## src/sv/sfd_pkg.sv

```systemverilog
// ----------------------------------------------------------------------------
// sfd_pkg: shared types and constants for the superpixel feature distance block
// Holds the record geometry, the fixed-point constants and the lane job struct.
// ----------------------------------------------------------------------------
package sfd_pkg;
	localparam int HIST_BINS_DEF  = 16;
	localparam int VALUE_BITS_DEF = 16;
	localparam int IDX_W          = 5;
	localparam int CFG_W          = 13;
	localparam int DIST_W         = 18;
	localparam int NUM_REGS       = 2;
	localparam logic [0:0] REG_HEIGHT = 1'b0;
	localparam logic [0:0] REG_WIDTH  = 1'b1;
	localparam logic [12:0] HEIGHT_RST = 13'd480;
	localparam logic [12:0] WIDTH_RST  = 13'd640;
	localparam logic [DIST_W-1:0] DIST_MAX = '1;
	localparam logic [7:0] COLOR_DIV = 8'd255;

	// division job handed to a lane
	typedef struct packed {
		logic [63:0] num;
		logic [31:0] den;
	} sfd_div_t;
endpackage

```

## src/sv/sfd_lane.sv

```systemverilog
// ----------------------------------------------------------------------------
// sfd_lane: restoring divider lane, one quotient bit per cycle
// Divides a 48-bit numerator by a 24-bit divisor; two lanes run side by side.
// ----------------------------------------------------------------------------
module sfd_lane (
	input  logic               clk,
	input  logic               arst_n,
	input  logic               go,
	input  sfd_pkg::sfd_div_t  job,
	output logic               done,
	output logic [47:0]        quot
);
	import sfd_pkg::*;
	logic [47:0] q_q;
	logic [24:0] r_q;
	logic [23:0] d_q;
	logic [5:0]  cnt_q;
	logic        run_q;
	logic [24:0] trial;
	logic [24:0] sub;

	assign trial = {r_q[23:0], q_q[47]};
	assign sub   = trial - {1'b0, d_q};

	always_ff @(posedge clk or negedge arst_n) begin
		if (!arst_n) begin
			run_q <= 1'b0;
			cnt_q <= '0;
			done  <= 1'b0;
		end else begin
			done <= 1'b0;
			if (go) begin
				run_q <= 1'b1;
				cnt_q <= 6'd0;
			end else if (run_q) begin
				cnt_q <= cnt_q + 6'd1;
				if (cnt_q == 6'd47) begin
					run_q <= 1'b0;
					done  <= 1'b1;
				end
			end
		end
	end

	always_ff @(posedge clk) begin
		if (go) begin
			q_q <= job.num[47:0];
			d_q <= job.den[23:0];
			r_q <= '0;
		end else if (run_q) begin
			if (!sub[24]) begin
				r_q <= sub;
				q_q <= {q_q[46:0], 1'b1};
			end else begin
				r_q <= trial;
				q_q <= {q_q[46:0], 1'b0};
			end
		end
	end

	assign quot = q_q;
endmodule

```

## config.mk

```make
export PLATFORM = sky130hd
export DESIGN_NAME = sfd_lane
export DESIGN_NICKNAME = d
export VERILOG_FILES = /design/src/sv/sfd_pkg.sv /design/src/sv/sfd_lane.sv
export SDC_FILE = /design/constraint.sdc
export NUM_CORES = 1
export LEC_CHECK = 0
export BUFFER_PORTS_ARGS = -buffer_cell sky130_fd_sc_hd__buf_2
export CAP_MARGIN = 40
export CORE_UTILIZATION = 53
export DETAILED_ROUTE_END_ITERATION = 12
export PLACE_DENSITY = 0.79
export RECOVER_POWER = 50
export SYNTH_ARGS = -nofsm -noshare
export SYNTH_HDL_FRONTEND = slang
export SYNTH_SLANG_ARGS = --single-unit
```

## constraint.sdc

```tcl
create_clock -name clk -period 3.79 [get_ports clk]
set_clock_uncertainty 0.05 [all_clocks]
set_input_delay 0.758 -clock clk [delete_from_list [all_inputs] [get_ports clk]]
set_output_delay 0.758 -clock clk [all_outputs]
set_load 0.02 [all_outputs]
```

## Word-level counts from Yosys, hierarchy flattened

Cells that the tools add are included.

| storage, ports and cells | value |
|---|---|
| register bits after elaboration | 104 |
| input port bits | 99 |

| operators by class | value |
|---|---|
| add/sub/neg operators | 2 |
| eq/ne operators | 1 |
| mux-type cells | 12 |
| reduce and logical (&&, ||, !) cells | 1 |

Operators by type and width:

| kind | number |
|---|---|
| 48-bit two-way mux | 2 |
| 25-bit by 24-bit subtractor with 25-bit output | 1 |
| 24-bit two-way mux | 1 |
| 6-bit two-way mux | 2 |
| 1-bit two-way mux | 7 |
| 6-bit by 1-bit adder with 6-bit output (second input constant) | 1 |
| 6-bit == test (second input constant) | 1 |
| 2-bit nonzero test | 1 |

## Logic depth before layout (Yosys ltp)

Gate-level depths: netlist (run 1).

| depth | value |
|---|---|
| depth after elaboration | 4 |
| gate-level depth with buffers | 13 |
| mapped depth without buffers | 12 |

## Worst setup path after synthesis (run 1)

No wires, ideal clock.

| timing | value |
|---|---|
| kind | register to register |
| start | register q_q[47], in the netlist quot[47] |
| end | register r_q[5] |
| arrival time | 3222 ps |
| setup slack | 378 ps |
| cell stages (with the launch flop) | 14 |
| path buffers | 1 |
| path through | edfxtp_1 -> inv_1 -> ha_1 -> fa_1 -> and2b_1 -> o31ai_1 -> a211o_1 -> a31o_1 -> a211o_1 -> a311oi_4 -> xnor2_2 -> buf_6 -> mux2i_1 -> a211oi_1 |

| between the ends | value |
|---|---|
| cells in the longest elaborated chain, start to end | 2 |

Ends and longest elaborated chain:

| element | RTL line | text |
|---|---|---|
| from (decl) | sfd_lane.sv:14 | `logic [47:0] q_q;` |
| from (signal assigned) | sfd_lane.sv:47 | `q_q <= job.num[47:0];` |
| from (signal assigned) | sfd_lane.sv:53 | `q_q <= {q_q[46:0], 1'b1};` |
| from (signal assigned) | sfd_lane.sv:56 | `q_q <= {q_q[46:0], 1'b0};` |
| 25-bit by 24-bit subtractor with 25-bit output | sfd_lane.sv:23 | `assign sub = trial - {1'b0, d_q};` |
| 24-bit two-way mux | sfd_lane.sv:51 | `if (!sub[24]) begin` |
| to (signal assigned) | sfd_lane.sv:52 | `r_q <= sub;` |
| to (signal assigned) | sfd_lane.sv:55 | `r_q <= trial;` |
| to (decl) | sfd_lane.sv:15 | `logic [24:0] r_q;` |

No other way between the ends.
A chain may end at the register's enable or synchronous reset.

## Worst setup path in the final report (run 1)

| timing | value |
|---|---|
| start | register q_q[47], in the netlist quot[47] |
| end | register r_q[4] |

Same word-level chain as after synthesis.

==> impl_metrics.ini, run 1 <==
[routing]
drc = 0
num_vias = 3880
first_pass_iters = 4
drt_iter0_drc = 171
detail_route.wl_per_cell_um = 15.2
viasPerCell = 5.41
drtAntennaViolNets = 0
wl_mm = 10.9

[place]
dpl-instance-area_um2 = 6190
io_buffers = 123
gp_congestion = 0.850
placed_cells = 701
post-dp-hpwl_mm = 7.77

[clocking]
cts_setup_buffers = 0
clockBufferDepth = 2
numCtsBuffers = 9
cts_tree = yes
cts.htree.levels = 3
postCtsHoldBufs = 0
clock_latency_ns = 0.39
cts_resized = 0
ctsRootBufferMaster = clkbuf_8
cts_sinks = 104
clk_pin_slew_ns = 0.11

[final_layout]
stdcell_count = 717
drive_above_1_share_pct = 33.2
design_area_um2 = 6350
syn_to_final_growth_pct = 17.3
antenna_cells = 0
nets = 704

[timing]
hold_violations = 0
rsz0062_at_grt = no
final.period_utilization_pct = 91.3
worst_pin_slew_ns = 0.589
max_freq_mhz = 289
fin_setup_tns_ns = 0
fin_crit_ns = 3.46
setup_viol = 0
slew_violations = 0
maxSlewHeadroom_pct = 59.7

[critical_path]
crit_type = flop to flop
cp.arrival_ns = 3.64
cp-start-kind = flop
worstPathMaxFanout = 8
r2r_cells = 13
worstPathRequired_ns = 3.97
worstSetupEndpointType = flop

[global_routing]
grt_max_degree = 52
grt_pass1_wl_mm = 17.9
globalRoute.totalOverflow = 0
antenna_found_initial = 0
track_usage_pct = 22.3
grt_pass1_vias = 3961

[power_and_ir_drop]
ir_drop_mv = 0.407
total_leakage_power_nw = 2.75
seqPwrFrac_pct = 43.3
p_total_mw = 3.50
power.internal_mw = 2.27
powerDensity_nw_per_um2 = 551
p_comb_share_pct = 37.9
swShare_pct = 35.2
clkPwrFrac_pct = 18.8
p_sw_mw = 1.23

[synthesis]
syn_inst = 454
yosysSeqAreaShare_pct = 52.5
syn_area_um2 = 5420
ys_ff_latch = 104
synth_cell_types = 57
syn_avg_cell_area_um2 = 11.9
yosysWarnings = 0
synth_edf_count = 72
synth_flop_cell = edfxtp_1
async_flop_share_pct = 7.69
synth.net_count = 579

[floorplanning]
core_um2 = 9820
fp.dieH_um = 103
initial_core_util_pct = 55.1
fp-row-count = 36
dieArea_um2 = 10600
ios = 148
die_w_um = 103

[run_status]
outcome = complete, no violations

[run]
maxCapViolCount = 0

[min_path]
hold_path_class = primary input to async pin
worst paths after layout:
path                           from  endpoint  slack [ns]
hold / removal               arst_n  cnt_q[0]        0.22
min in group clk             r_q[9]    r_q[9]        0.43
setup reg to reg           quot[47]    r_q[4]        0.33
max in group asynchronous    arst_n      done        3.15
hold reg to reg              r_q[9]    r_q[9]        0.43
setup / recovery           quot[47]    r_q[4]        0.33
layout make-up:
cell class	count	area, um^2
Sequential cell	104	2840
Inverter	34	128
Fill cell	817	3470
Tap cell	133	166
Clock buffer	10	128
Multi-Input combinational cell	300	2370
Timing Repair Buffer	130	669
Clock inverter	6	51.3
synthesized netlist by cell type, drive strengths merged (2+ instances only):
master | instances | area, um^2
o31ai | 2 | 15.0
xnor2 | 13 | 121
nor2 | 36 | 135
a31o | 2 | 17.5
dfrtp | 8 | 200
edfxtp | 72 | 2160
a211o | 2 | 17.5
nand4 | 6 | 37.5
and2 | 3 | 18.8
nor4 | 2 | 25.0
buf | 7 | 42.5
o21a | 5 | 37.5
o311ai | 2 | 17.5
nand3 | 2 | 10.0
or3 | 2 | 12.5
nor2b | 2 | 12.5
xor2 | 12 | 105
a31oi | 2 | 12.5
mux2i | 21 | 210
nand2 | 25 | 93.8
clkbuf | 9 | 33.8
a21oi | 16 | 80.1
a211oi | 15 | 113
o31a | 2 | 17.5
o21ai | 18 | 90.1
o21bai | 3 | 22.5
nor3b | 3 | 32.5
dfxtp | 24 | 480
inv | 34 | 128
nor3 | 4 | 20.0
and4 | 2 | 20.0
a21o | 5 | 38.8
ha | 25 | 313
mux2 | 47 | 529
a41oi | 2 | 17.5
and3 | 6 | 37.5
logic make-up after synthesis:
family / after synthesis / share of synthesized area [%]
flops: 104 / 52.5
fa+ha+maj: 26 / 6.15
simple gates: 98 / 9.10
mux: 68 / 13.7
buf+inv: 50 / 3.77
xor+xnor: 25 / 4.18
compound gates: 83 / 10.7
per-layer routing:
layer | share of wire, % | global-route usage, % | vias up
met1 | 42 | 26.7 | 1820
met5 | 0 | 0 | -
met2 | 48 | 36.5 | 128
met3 | 8.1 | 9.29 | 19
li1 | - | - | 1913
met4 | 1.7 | 7.04 | 0
registers in the layout, summed over array words and instances (netlist names):
signal  flops
cnt_q       6
done        1
r_q        24
d_q        24
quot       48
run_q       1
power by group through the flow:
| stage | clock network [mW] | registers [mW] | logic [mW] |
|---|---|---|---|
| 5_1_grt | 0.713 | 1.54 | 1.47 |
| 3_3_place_gp | 0 | 1.53 | 1.28 |
| 6_report | 0.656 | 1.52 | 1.33 |
| 2_1_floorplan | 0 | 1.59 | 0.957 |
| 3_5_place_dp | 0 | 1.54 | 1.32 |
| 4_1_cts | 0.678 | 1.52 | 1.33 |
worst max-delay path, stage by stage, from the launching register on:
cell and delay [ns]:
edfxtp_1 0.42, inv_1 0.06, ha_1 0.22, fa_1 0.41
and2b_1 0.23, o31ai_1 0.08, a211o_1 0.31, a31o_1 0.22
a211o_1 0.32, a311oi_4 0.28, xnor2_2 0.18, buf_4 0.23
mux2i_1 0.20, a211oi_1 0.09
cells in the final DEF (no fill, tap or decap), drive strengths merged, types with 6 or more instances in the layout:
cell    count
xnor2      13
inv        36
dfxtp      24
buf       121
dfrtp       8
clkbuf     19
mux2i      21
and3        6
nand2      25
xor2       12
a211oi     15
edfxtp     72
nand4       6
mux2       47
nor2       36
ha         25
a21oi      16
o21ai      18
metrics by stage:
step | utilization (%) | hold slack (ns) | setup WS [ns]
global placement | 63.0 | 0.412 | 0.391
global route | 64.7 | 0.241 | 0.168
detailed placement | 63.0 | 0.419 | 0.359
finish | 64.7 | 0.220 | 0.331
CTS | 64.8 | 0.128 | 0.321
floorplan | - | 0.395 | 0.378
Power figures use the tool's default switching activity.
==> inputs of run 2 (changes only) <==
==> constraint.sdc (replaced) <==
create_clock -name clk -period 3.79 [get_ports clk]
set_clock_uncertainty 0.05 [all_clocks]
set_input_delay 0.379 -clock clk [delete_from_list [all_inputs] [get_ports clk]]
set_output_delay 0.379 -clock clk [all_outputs]
set_load 0.02 [all_outputs]
==> run 2 against run 1 <==
Compared with the run above: worst setup slack got worse by 0.050 ns; die area unchanged; sequential cell count unchanged; largest power group unchanged; first-iteration DRC count fell by 13%; register-to-register slack got worse by 0.05 ns; final area is 0.49% lower; highest routed layer unchanged; sequential power hardly changed; the run now ends with capacitance limit, slew limit left; count of clock-buffer cells in the layout decreased by 1.
==> impl_metrics.ini, run 2 (synthesis results as in run 1) <==
[place]
post-dp-hpwl_mm = 7.94
io_buffers = 123
dpl-instance-area_um2 = 6190
gp_congestion = 0.865

[power_and_ir_drop]
power.internal_mw = 2.26
total_leakage_power_nw = 2.67
swShare_pct = 35.4
p_comb_share_pct = 37.6
powerDensity_nw_per_um2 = 554
clkPwrFrac_pct = 19.1
seqPwrFrac_pct = 43.3
ir_drop_mv = 0.382
p_total_mw = 3.50
p_sw_mw = 1.24

[timing]
max_freq_mhz = 285
slew_violations = 36
hold_violations = 0
worst_pin_slew_ns = 1.86
fin_crit_ns = 3.51
rsz0062_at_grt = no
fin_setup_tns_ns = 0
final.period_utilization_pct = 92.6
whs_ns = 0.112
setup_viol = 0
maxSlewHeadroom_pct = -24.2

[clocking]
cts_setup_buffers = 0
clockBufferDepth = 2
ctsRootBufferMaster = clkbuf_8
clock_latency_ns = 0.38
cts_tree = yes
numCtsBuffers = 9
cts.htree.levels = 3
clk_pin_slew_ns = 0.11
cts_sinks = 104

[critical_path]
worstPathRequired_ns = 3.92
crit_slowest_cell = edfxtp_1
path_common_cell = a211o_1
crit_type = flop to flop
crit_path_start = quot[47]
crit_family = compound AO/OA/AOI/OAI gates
rr_startpoint = quot[47]
worstPathMaxFanout = 20
worstSetupEndpointType = flop
cpPeakStageDelay_ns = 0.42
worstPathCellList = inv_1 -> ha_1 -> fa_1 -> and2b_1 -> o31ai_1 -> a211o_1 -> a31o_1 -> a211o_1 -> a311oi_4 -> xnor2_2 -> buf_12 -> mux2i_1 -> a211oi_1
cp-start-kind = flop
cp.arrival_ns = 3.64
crit_buf_inv = 2

[routing]
dr_wl_met3_um = 826
drt-met1-wl_mm = 4.62
viasPerCell = 5.42
first_pass_iters = 4
wl_mm = 11.0
drt_iter0_drc = 149
detail_route.wl_per_cell_um = 15.4
drc = 0
num_vias = 3889
routed.top_layer = met4
drtAntennaViolNets = 0
wl_met2_mm = 5.43

[min_path]
hold_path_class = primary input to flop
hold_start = job[2]

[floorplanning]
dieArea_um2 = 10600
fp-row-count = 36
initial_core_util_pct = 55.1
ios = 148
core_um2 = 9820
fp.dieH_um = 103
die_w_um = 103

[final_layout]
final_cell_mix = buf_2 (79), edfxtp_1 (72), mux2_2 (47)
fillers = 843
largest_reg_flops = 48
final_common_cell = buf_2
antenna_cells = 0
nets = 705
design_area_um2 = 6320
drive_above_1_share_pct = 27.2
syn_to_final_growth_pct = 16.8
regArea_um2 = 2840
multi_input_area_um2 = 2370

[run_status]
violations = capacitance limit, slew limit
outcome = finished, violations left

[global_routing]
globalRoute.totalOverflow = 0
antenna_found_initial = 0
grt_max_degree = 52
track_usage_pct = 22.9
grt_pass1_wl_mm = 18.4
grt_pass1_vias = 3997

[run]
maxCapViolCount = 1
-- run 2: per-stage QoR --
| step | worst slack (ns) | std cells | utilization (%) |
|---|---|---|---|
| 2_1_floorplan | 0.378 | 454 | - |
| 3_3_place_gp | 0.388 | 701 | 63.0 |
| 3_5_place_dp | 0.335 | 701 | 63.0 |
| 4_1_cts | 0.317 | 718 | 65.0 |
| 5_1_grt | 0.0834 | 718 | 64.4 |
| 6_report | 0.281 | 718 | 64.4 |
-- run 2: layout make-up --
cell class | instances | area share (%)
inverters | 34 | 2.02
well taps | 133 | 2.63
clock inverters | 7 | 1.01
multi-input cells | 300 | 37.5
repair buffers | 131 | 9.95
flip-flops and latches | 104 | 45.0
clock buffers | 9 | 1.96
-- run 2: what timing repair did --
item                                   in CTS  in global routing
resized for setup                           0                  0
endpoints found under the hold margin       8                  0
hold buffers                                1                  0
-- run 2: power by group through the flow --
stage	registers [mW]	logic (mW)	clock network (mW)
floorplan	1.59	0.957	0
global placement	1.53	1.28	0
detailed placement	1.54	1.33	0
CTS	1.52	1.33	0.690
global route	1.54	1.46	0.732
finish	1.52	1.32	0.669
-- run 2: path summary, 6_finish.rpt --
kind | end | slack, ns | depth (start not counted)
max | r_q[13] | 0.28 | 13
min reg2reg | r_q[9] | 0.44 | 2
max reg2reg | r_q[13] | 0.28 | 13
max in group asynchronous | done | 2.99 | 2
min in group asynchronous | cnt_q[1] | 0.40 | 2
min | d_q[2] | 0.11 | 1
-- run 2: metal layers --
metal / up-vias / track usage, %
li1: 1919 / -
met1: 1829 / 26.7
met2: 129 / 38.6
met3: 12 / 9.42
met4: 0 / 7.26
met5: - / 0
