==> src/sv/sfd_pkg.sv <==
// ----------------------------------------------------------------------------
// sfd_pkg: shared types and constants for the superpixel feature distance block
// Holds the record geometry, the fixed-point constants and the lane job struct.
// ----------------------------------------------------------------------------
package sfd_pkg;
	localparam int HIST_BINS_DEF  = 16;
	localparam int VALUE_BITS_DEF = 16;
	localparam int IDX_W          = 5;
	localparam int CFG_W          = 13;
	localparam int DIST_W         = 18;
	localparam int NUM_REGS       = 2;
	localparam logic [0:0] REG_HEIGHT = 1'b0;
	localparam logic [0:0] REG_WIDTH  = 1'b1;
	localparam logic [12:0] HEIGHT_RST = 13'd480;
	localparam logic [12:0] WIDTH_RST  = 13'd640;
	localparam logic [DIST_W-1:0] DIST_MAX = '1;
	localparam logic [7:0] COLOR_DIV = 8'd255;

	// division job handed to a lane
	typedef struct packed {
		logic [63:0] num;
		logic [31:0] den;
	} sfd_div_t;
endpackage

==> src/sv/sfd_isqrt.sv <==
// ----------------------------------------------------------------------------
// sfd_isqrt: bit-pair integer square root
// Floor square root of a 64-bit value, one result bit per cycle.
// ----------------------------------------------------------------------------
module sfd_isqrt (
	input  logic        clk,
	input  logic        arst_n,
	input  logic        go,
	input  logic [63:0] val,
	output logic        done,
	output logic [31:0] root
);
	import sfd_pkg::*;
	logic [63:0] v_q;
	logic [33:0] rem_q;
	logic [31:0] r_q;
	logic [4:0]  cnt_q;
	logic        run_q;
	logic [33:0] trial;
	logic [33:0] sub;

	assign trial = {rem_q[31:0], v_q[63:62]};
	assign sub   = trial - {r_q, 2'b01};

	always_ff @(posedge clk or negedge arst_n) begin
		if (!arst_n) begin
			run_q <= 1'b0;
			cnt_q <= '0;
			done  <= 1'b0;
		end else begin
			done <= 1'b0;
			if (go) begin
				run_q <= 1'b1;
				cnt_q <= '0;
			end else if (run_q) begin
				cnt_q <= cnt_q + 5'd1;
				if (cnt_q == 5'd31) begin
					run_q <= 1'b0;
					done  <= 1'b1;
				end
			end
		end
	end

	always_ff @(posedge clk) begin
		if (go) begin
			v_q   <= val;
			rem_q <= '0;
			r_q   <= '0;
		end else if (run_q) begin
			v_q <= {v_q[61:0], 2'b00};
			if (!sub[33]) begin
				rem_q <= sub;
				r_q   <= {r_q[30:0], 1'b1};
			end else begin
				rem_q <= trial;
				r_q   <= {r_q[30:0], 1'b0};
			end
		end
	end

	assign root = r_q;
endmodule

==> config.mk <==
export PLATFORM = sky130hd
export DESIGN_NAME = sfd_isqrt
export DESIGN_NICKNAME = d
export VERILOG_FILES = /design/src/sv/sfd_pkg.sv /design/src/sv/sfd_isqrt.sv
export SDC_FILE = /design/constraint.sdc
export NUM_CORES = 1
export LEC_CHECK = 0
export BUFFER_PORTS_ARGS = -buffer_cell sky130_fd_sc_hd__buf_2
export CORE_ASPECT_RATIO = 0.8
export CORE_MARGIN = 4
export CORE_UTILIZATION = 58
export CTS_CLUSTER_SIZE = 10
export DETAILED_ROUTE_END_ITERATION = 10
export PLACE_DENSITY_LB_ADDON = 0.05
export REMOVE_ABC_BUFFERS = 1
export SKIP_LAST_GASP = 1
export SLEW_MARGIN = 30
export SYNTH_ARGS = -nofsm -noshare
export SYNTH_HDL_FRONTEND = slang
export SYNTH_SLANG_ARGS = --single-unit
==> constraint.sdc <==
create_clock -name clk -period 7.3 [get_ports clk]
set_clock_uncertainty 0.1 [all_clocks]
set_input_delay 0.365 -clock clk [delete_from_list [all_inputs] [get_ports clk]]
set_output_delay 0.365 -clock clk [all_outputs]
set_load 0.03 [all_outputs]
### Yosys cells after proc, flatten, opt, wreduce, memory -nomap -nowiden

Cells that the tools add are included.

| storage, ports and cells | value |
|---|---|
| word-level logic and storage cells | 22 |
| output and inout port bits | 33 |
| input port bits | 67 |
| register bits after elaboration | 135 |

| cells by class | value |
|---|---|
| muxes and demuxes | 12 |
| reduce and logical (&&, ||, !) cells | 1 |
| add/sub/neg operators | 2 |
| equality and inequality tests | 1 |

Operator list:

| operator | count |
|---|---|
| 2-to-1 mux 64 bit | 2 |
| subtractor 34 bit | 1 |
| 2-to-1 mux 32 bit | 1 |
| 2-to-1 mux 5 bit | 2 |
| 2-to-1 mux 1 bit | 7 |
| adder 5 x 1 -> 5 bit (second input constant) | 1 |
| equality test 5 bit (second input constant) | 1 |
| nonzero test 2 bit | 1 |

### Longest topological paths before layout

Gate-level depths: netlist of run 1.

| depth | value |
|---|---|
| depth after elaboration | 4 |
| gate-level depth with buffers | 13 |
| gate-level depth less buffers | 11 |

### Least setup slack after synthesis of run 1

OpenSTA, ideal clock, no wires.

| timing path | value |
|---|---|
| path kind | reg-to-reg |
| start point | reg r_q[2] (netlist: root[2]) |
| end point | reg rem_q[8] |
| buffers on the path | 1 |
| path slack | 4141 ps |
| setup time | 88 ps |
| period minus slack after synthesis | 3159 ps |
| stages on the path, launching flop included | 13 |
| arrival time | 2971 ps |
| data required time | 7112 ps |
| path through | dfxtp_1 -> inv_1 -> ha_1 -> or4_1 -> o2111ai_1 -> a21oi_2 -> a21oi_4 -> o21ai_2 -> a31oi_4 -> xnor2_2 -> buf_4 -> nand3_1 -> a311oi_2 |

| between the ends | value |
|---|---|
| word-level cells in the longest chain between the ends | 2 |

RTL lines:

| element | RTL line | RTL |
|---|---|---|
| start, declared | sfd_isqrt.sv:16 | `logic [31:0] r_q;` |
| start signal, assigned | sfd_isqrt.sv:54 | `r_q <= {r_q[30:0], 1'b1};` |
| start signal, assigned | sfd_isqrt.sv:57 | `r_q <= {r_q[30:0], 1'b0};` |
| subtractor 34 bit | sfd_isqrt.sv:23 | `assign sub = trial - {r_q, 2'b01};` |
| 2-to-1 mux 32 bit | sfd_isqrt.sv:52 | `if (!sub[33]) begin` |
| end signal, assigned | sfd_isqrt.sv:53 | `rem_q <= sub;` |
| end signal, assigned | sfd_isqrt.sv:56 | `rem_q <= trial;` |
| end, declared | sfd_isqrt.sv:15 | `logic [33:0] rem_q;` |

Every way passes these cells.
A chain may end at the register's enable or synchronous reset.

### Worst setup path in the final report of run 1

| timing path | value |
|---|---|
| start point | reg r_q[24] (netlist: root[24]) |
| end point | reg rem_q[14] |

Same word-level chain as after synthesis.

==> results of run 1 <==
critical path, delay by kind of cell (launching register included):
| kind | cells | cell delay (ns) |
|---|---|---|
| flip-flops | 1 | 0.36 |
| AO/OA/AOI/OAI | 5 | 1.35 |
| XOR/XNOR | 1 | 0.49 |
| AND/OR/NAND/NOR | 3 | 0.31 |
| adder cells (fa/ha/maj) | 1 | 0.37 |
| buffers and inverters | 2 | 0.30 |
layer usage:
metal	part of all wire [%]	vias to the layer above	GRT usage [%]	routed length [µm]
met3	7.4	28	8.67	1130
met1	45	2623	28.4	6860
li1	-	2694	-	-
met4	1.9	2	9.32	290
met2	45	132	33.6	6890
met5	0.086	-	0	13
report_power, final:
part / switching (mW) / internal, mW / total (mW)
Sequential: 0.0662 / 0.907 / 0.973
Clock: 0.334 / 0.550 / 0.884
Combinational: 0.903 / 0.704 / 1.61
layout make-up:
cell class	instances	share of cell area, %
Clock buffer	19	5.16
Clock inverter	13	1.98
Inverter	42	1.84
Multi-Input combinational cell	483	42.6
Sequential cell	135	39.4
Tap cell	171	2.49
Timing Repair Buffer	105	6.53
final timing paths:
| path | startpoint | to | slack [ns] | cells after the start |
|---|---|---|---|---|
| worst max-delay path | root[24] | rem_q[14] | 3.91 | 12 |
| worst min-delay path | val[0] | v_q[0] | 0.12 | 2 |
| worst max register to register | root[24] | rem_q[14] | 3.91 | 12 |
| worst min register to register | rem_q[31] | rem_q[31] | 0.40 | 2 |
| max in group asynchronous | arst_n | run_q | 6.72 | 2 |
| min in group asynchronous | arst_n | done | 0.20 | 2 |
stage by stage:
step | worst slack (ns) | cells | area [µm²] | util [%]
2_1_floorplan | 2.59 | 660 | 7180 | -
3_3_place_gp | 3.87 | 933 | 7930 | 64.5
3_5_place_dp | 3.75 | 933 | 7940 | 64.6
4_1_cts | 3.73 | 966 | 8560 | 69.6
5_1_grt | 3.66 | 968 | 8590 | 69.9
6_report | 3.91 | 968 | 8590 | 69.9
state kept, by name, summed over array words and instances (netlist names):
| register | cells |
|---|---|
| cnt_q | 5 |
| done | 1 |
| rem_q | 32 |
| root | 32 |
| run_q | 1 |
| v_q | 64 |
cell usage in the layout (no fill, tap or decap), drive strengths merged, types with 6 or more instances in the layout:
| cell type | Yosys | final |
|---|---|---|
| buf | 15 | 104 |
| nor2 | 74 | 74 |
| dfxtp | 64 | 64 |
| edfxtp | 64 | 64 |
| mux2 | 62 | 62 |
| nand2 | 62 | 62 |
| inv | 42 | 45 |
| mux2i | 40 | 40 |
| a21oi | 37 | 37 |
| ha | 34 | 34 |
| o21ai | 24 | 24 |
| clkbuf | 19 | 19 |
| a311oi | 18 | 18 |
| xnor2 | 16 | 16 |
| xor2 | 15 | 15 |
| a21o | 12 | 12 |
| a31oi | 7 | 7 |
| dfrtp | 7 | 7 |
| nand3 | 6 | 6 |
what timing repair did:
item | CTS | global route
hold buffers | 1 | 0
endpoints found under the hold margin | 7 | 0
resized for setup | 0 | 0
cell families (layout without fill, tap and decap cells):
| family | after synthesis | count (layout) | synth area share, % |
|---|---|---|---|
| adder cells (fa/ha/maj) | 34 | 34 | 5.80 |
| AND/OR/NAND/NOR | 179 | 179 | 11.0 |
| multiplexers | 102 | 102 | 15.0 |
| flip-flops | 135 | 135 | 46.0 |
| XOR/XNOR | 31 | 31 | 4.06 |
| buffers and inverters | 76 | 179 | 4.28 |
| AO/OA/AOI/OAI | 137 | 137 | 13.9 |
==> results by group, run 1 <==
Run status
  • Status: finished clean

Die
  • Core ar.: 12300 µm²
  • Site row count: 36
  • Die Area: about 15000 µm²
  • Initial core utilization: 59.7%
  • Horiz. Die Dim: 134 µm
  • Chip height: roughly 110 µm
  • IO Count: 100

Clock tree
  • Number of clock sinks: roughly 140
  • CTS Buf Count: 17
  • Reg clk slew, reported paths: approximately 0.06 ns
  • Clk buf depth: 2
  • CTS tree: built
  • CTS root buffer: clkbuf_16
  • Postcts setup bufs: 0
  • H-tree levels: 4
  • Clock latency on the worst-skew pair: 0.42 ns

Worst setup path
  • CP max stage delay: 0.49 ns
  • Crit path max-delay cell type: xor2_4
  • Kind of critical path: flop to flop
  • CP cell instances: inv_1, ha_1, a211oi_1, nor2_1, nor2_1, o21ai_0, a221o_1, a31oi_4, xor2_4, buf_8, nand2_1, a311oi_1
  • CP endpoint kind: flop
  • Setup crit start kind: flop
  • CP dominant cell by count: nor2_1
  • Worst-path fanout max: 15
  • Critical path arrival: between 3 and 4 ns
  • Worst EP required: 7.52 ns

Pwr
  • Total Power: 3.47 mW
  • Worst VDD drop: 0.199 mV
  • Pwr per Cell Area: 403 nW/µm²
  • Leakage: 3.78 nW

Cells and area
  • Area Growth Syn to Fin: 17.0%
  • ANT cells: 0
  • # fillers: roughly 980
  • Area occupied by multi-input gates: 3660 µm²
  • FF/Latch Area: 3380 µm²
  • Final nets: 885
  • Layout cells sized above 1: between 20% and 30%

Synth
  • Syn. warnings: 0
  • Yosys top cell by area: edfxtp_1
  • Cell Area, Synth: 7340 µm²
  • Synth Area per Inst: 10.6 µm²
  • Seq/Total Area, Yosys: 46.0%
  • Post-synth top area share: 26.2%
  • Top post-synthesis cells by area: edfxtp_1, dfxtp_1, mux2_2, ha_1, mux2i_1
  • Synth cell types: 65
  • Synth async-reset ratio: 5.19%
  • Post-synth EDFFs: 64
  • Yosys reg bits: 135
  • Top_reg_cell synth: edfxtp_1
  • Syn Inst Count: 694
  • Post-synth top cells: nor2_1, dfxtp_1, edfxtp_1, mux2_2, nand2_1
  • Cell with the most instances after synthesis: nor2_1

Placed design
  • Routability cong.: 0.958
  • Post-DP HPWL: 10300 µm
  • Number of port buffers: 99

Global routing
  • First-pass GRT wire length: 25600 µm
  • Vias in the first global route: 5413
  • Initial antenna violation count: 1
  • Largest net degree at the start of global routing: 82
  • Total grt overflow: 0
  • Total Routing Usage GR: 22.1%

STA
  • Worst-Margin Slew: 0.831 ns
  • F_max: 0.295 GHz
  • Final setup fails: 0
  • Final Cycle Share: a little under half
  • Max-slew violations: 0
  • Unrepaired setup endpoints after global routing: no
  • Worst slew margin: 44.4%
  • Setup TNS: 0 ns
  • Hold WS: about 0.12 ns
  • Final min period: between 3 and 4 ns
  • Final Hold Vio Count: 0

Route
  • Initial DRT Pass Iterations: 5
  • Routed WL: 15200 µm
  • DR vias: 5479
  • DR iter-0 viols: 402
  • DRC: 0
  • Detail Route Antenna Nets: 0
  • WL/cell: 15.7 µm
  • Vias/cell: approximately 5.7

Job
  • Total of max-cap violations: 0

Worst hold path
  • Hold Crit Class: primary input to flop
No activity file was read; power rests on OpenSTA's default activity.
==> run 2: changes to the inputs <==
--- a/config.mk
+++ b/config.mk
@@ -8,7 +8,7 @@
 export BUFFER_PORTS_ARGS = -buffer_cell sky130_fd_sc_hd__buf_2
 export CORE_ASPECT_RATIO = 0.8
 export CORE_MARGIN = 4
-export CORE_UTILIZATION = 58
+export CORE_UTILIZATION = 53
 export CTS_CLUSTER_SIZE = 10
 export DETAILED_ROUTE_END_ITERATION = 10
 export PLACE_DENSITY_LB_ADDON = 0.05
==> constraint.sdc (replaced) <==
create_clock -name clk -period 2.9 [get_ports clk]
set_clock_uncertainty 0.1 [all_clocks]
set_input_delay 0.145 -clock clk [delete_from_list [all_inputs] [get_ports clk]]
set_output_delay 0.145 -clock clk [all_outputs]
set_load 0.03 [all_outputs]
==> run 2 against run 1 <==
Effect of this change:
- critical path depth is the same
- maximum frequency rose by 20%
- die area grew 8.8%
- setup slack lost 3.8 ns
- total power rose to 2.8 times the previous value
- critical endpoint is now rem_q[16]
- sequential cell count is the same
- sequential share of layout area is 4.9 points lower
- non-clock buffer count increased by 113
- clock power grew 130%
==> results by group, run 2 (synthesis results as in run 1) <==
Worst hold path
  • Hold Crit Class: primary input to flop

Global routing
  • Total Routing Usage GR: 22.9%
  • Largest net degree at the start of global routing: 65
  • First-pass GRT wire length: 29400 µm
  • Total grt overflow: 0
  • Vias in the first global route: 6080
  • Initial antenna violation count: 0

Cells and area
  • Largest Register: v_q
  • Commonest non-fill, non-tap cell in the layout: buf_2
  • Area Growth Syn to Fin: 34.1%
  • # fillers: 977
  • Most frequent cells in the layout: buf_2, nor2_1, dlygate4sd3_1
  • Cell area after layout: 9850 µm²
  • Layout cells sized above 1: a little over a third
  • Final nets: 998
  • ANT cells: 0
  • Max FFs per register: 64
  • Core Util, Final: between 70 and 80%

Route
  • Initial DRT Pass Iterations: 5
  • Detail Route Antenna Nets: 0
  • DR vias: 5971
  • WL/cell: 16.3 µm
  • Vias/cell: between 5 and 6
  • DR iter-0 viols: around 340
  • Routed WL: 17800 µm
  • DRC: 0

STA
  • Unrepaired setup endpoints after global routing: yes
  • F_max: 0.353 GHz
  • Final setup fails: 0
  • Worst-Margin Slew: 0.747 ns
  • Final Cycle Share: 97.8%
  • Final Hold Vio Count: 0
  • Worst slew margin: 50.1%
  • Final min period: 2.84 ns
  • Setup TNS: 0 ns
  • Max-slew violations: 0

Pwr
  • Total Power: 9.67 mW
  • Worst VDD drop: around 0.70 mV
  • Pwr per Cell Area: 982 nW/µm²
  • Leakage: 4.31 nW

Clock tree
  • Number of clock sinks: 135
  • CTS Buf Count: 17
  • Clk buf depth: 2
  • Clock latency on the worst-skew pair: between 0.4 and 0.5 ns
  • H-tree levels: 4
  • CTS root buffer: clkbuf_16
  • Reg clk slew, reported paths: 0.06 ns
  • CTS tree: built

Die
  • Site row count: 38
  • Chip height: approximately 110 µm
  • Initial core utilization: a little over half
  • Core ar.: approximately 14000 µm²
  • Die Area: 15800 µm²
  • IO Count: 100
  • Horiz. Die Dim: 140 µm

Worst setup path
  • Setup crit start kind: flop
  • Kind of critical path: flop to flop
  • CP max stage delay: 0.49 ns
  • Critical path arrival: between 3 and 4 ns
  • Worst EP required: 3.13 ns
  • CP endpoint kind: flop
  • CP dominant cell by count: a21oi_4
  • Worst-path fanout max: 16
  • Crit path max-delay cell type: or4_4
  • CP cell instances: inv_2, ha_4, or4_4, o2111ai_4, a21oi_4, a21oi_4, o21ai_4, a31oi_4, xnor2_4, buf_12, nand2_1, a311oi_1

Run status
  • Status: finished clean

Placed design
  • Routability cong.: 0.932
  • Post-DP HPWL: 11600 µm
  • Placed Area: between 8000 and 9000 µm²
  • Number of port buffers: 99

Job
  • Total of max-cap violations: 0
[run 2: changes by cell type in the layout (fill, tap and decap cells not counted), moves of 3 or more]
| cell | previous run | this run |
|---|---|---|
| a21oi_1 | 35 | 26 |
| a21oi_2 | 1 | 9 |
| buf_12 | 0 | 6 |
| buf_4 | 3 | 47 |
| dfxtp_1 | 64 | 53 |
| dfxtp_2 | 0 | 11 |
| dlygate4sd3_1 | 1 | 66 |
| ha_1 | 34 | 23 |
| ha_2 | 0 | 4 |
| ha_4 | 0 | 7 |
| o21ai_0 | 22 | 19 |
[run 2: cell type report]
cell class | count | area [µm²] | area share, %
tap | 180 | 225 | 2.29
inverter | 42 | 158 | 1.60
sequential | 135 | 3400 | 34.5
multi-input combinational | 483 | 3860 | 39.3
clock inverter | 14 | 125 | 1.27
timing repair buffer | 218 | 1650 | 16.7
clock buffer | 18 | 429 | 4.36
[run 2: power by group]
group | total [mW] | switching (mW) | internal [mW] | leakage (nW)
logic | 5.16 | 2.60 | 2.56 | 2.74
registers | 2.46 | 0.180 | 2.29 | 1.30
clock network | 2.04 | 0.856 | 1.18 | 0.268
total | 9.67 | 3.64 | 6.03 | 4.31
[run 2: timing repair]
action,in CTS,in global routing
setup endpoints to repair,8,32
gates resized for setup,2,49
cloned,0,1
setup buffers,0,6
pin swaps,1,8
hold endpoints to repair,71,0
hold buffers,66,0
[run 2: worst max-delay path, delay by kind of cell (launching register included)]
family / cells / cell delay (ns)
flip-flops: 1 / 0.34
buffers and inverters: 2 / 0.25
adder cells (fa/ha/maj): 1 / 0.24
XOR/XNOR: 1 / 0.21
AND/OR/NAND/NOR: 2 / 0.56
AO/OA/AOI/OAI: 6 / 1.05
[run 2: worst paths after layout]
kind | end | slack (ns) | depth (start not counted) | startpoint
worst max register to register | rem_q[16] | 0.06 | 12 | root[2]
min in group asynchronous | cnt_q[1] | 0.59 | 3 | arst_n
worst min register to register | rem_q[25] | 0.38 | 2 | rem_q[25]
max in group asynchronous | run_q | 1.82 | 3 | arst_n
worst max-delay path | rem_q[16] | 0.06 | 12 | root[2]
worst min-delay path | cnt_q[1] | 0.13 | 2 | go
[run 2: per-stage QoR]
stage	instances	setup WS (ns)	hold slack, ns
after global placement	985	0.0148	-0.115
after CTS	1083	0.0140	0.125
after floorplan	660	-1.81	-0.251
after detailed placement	985	-0.00167	-0.110
final	1090	0.0645	0.132
after global routing	1090	-0.0160	0.161
[run 2: layer usage]
| metal | part of all wire (%) | track usage [%] | wire [µm] | vias to the layer above |
|---|---|---|---|---|
| met1 | 44 | 29.1 | 7840 | 2861 |
| met2 | 48 | 37.8 | 8630 | 162 |
| met4 | 2.0 | 9.81 | 348 | 0 |
| met5 | 0 | 0 | 0 | - |
| li1 | - | - | - | 2921 |
| met3 | 5.5 | 5.45 | 986 | 27 |
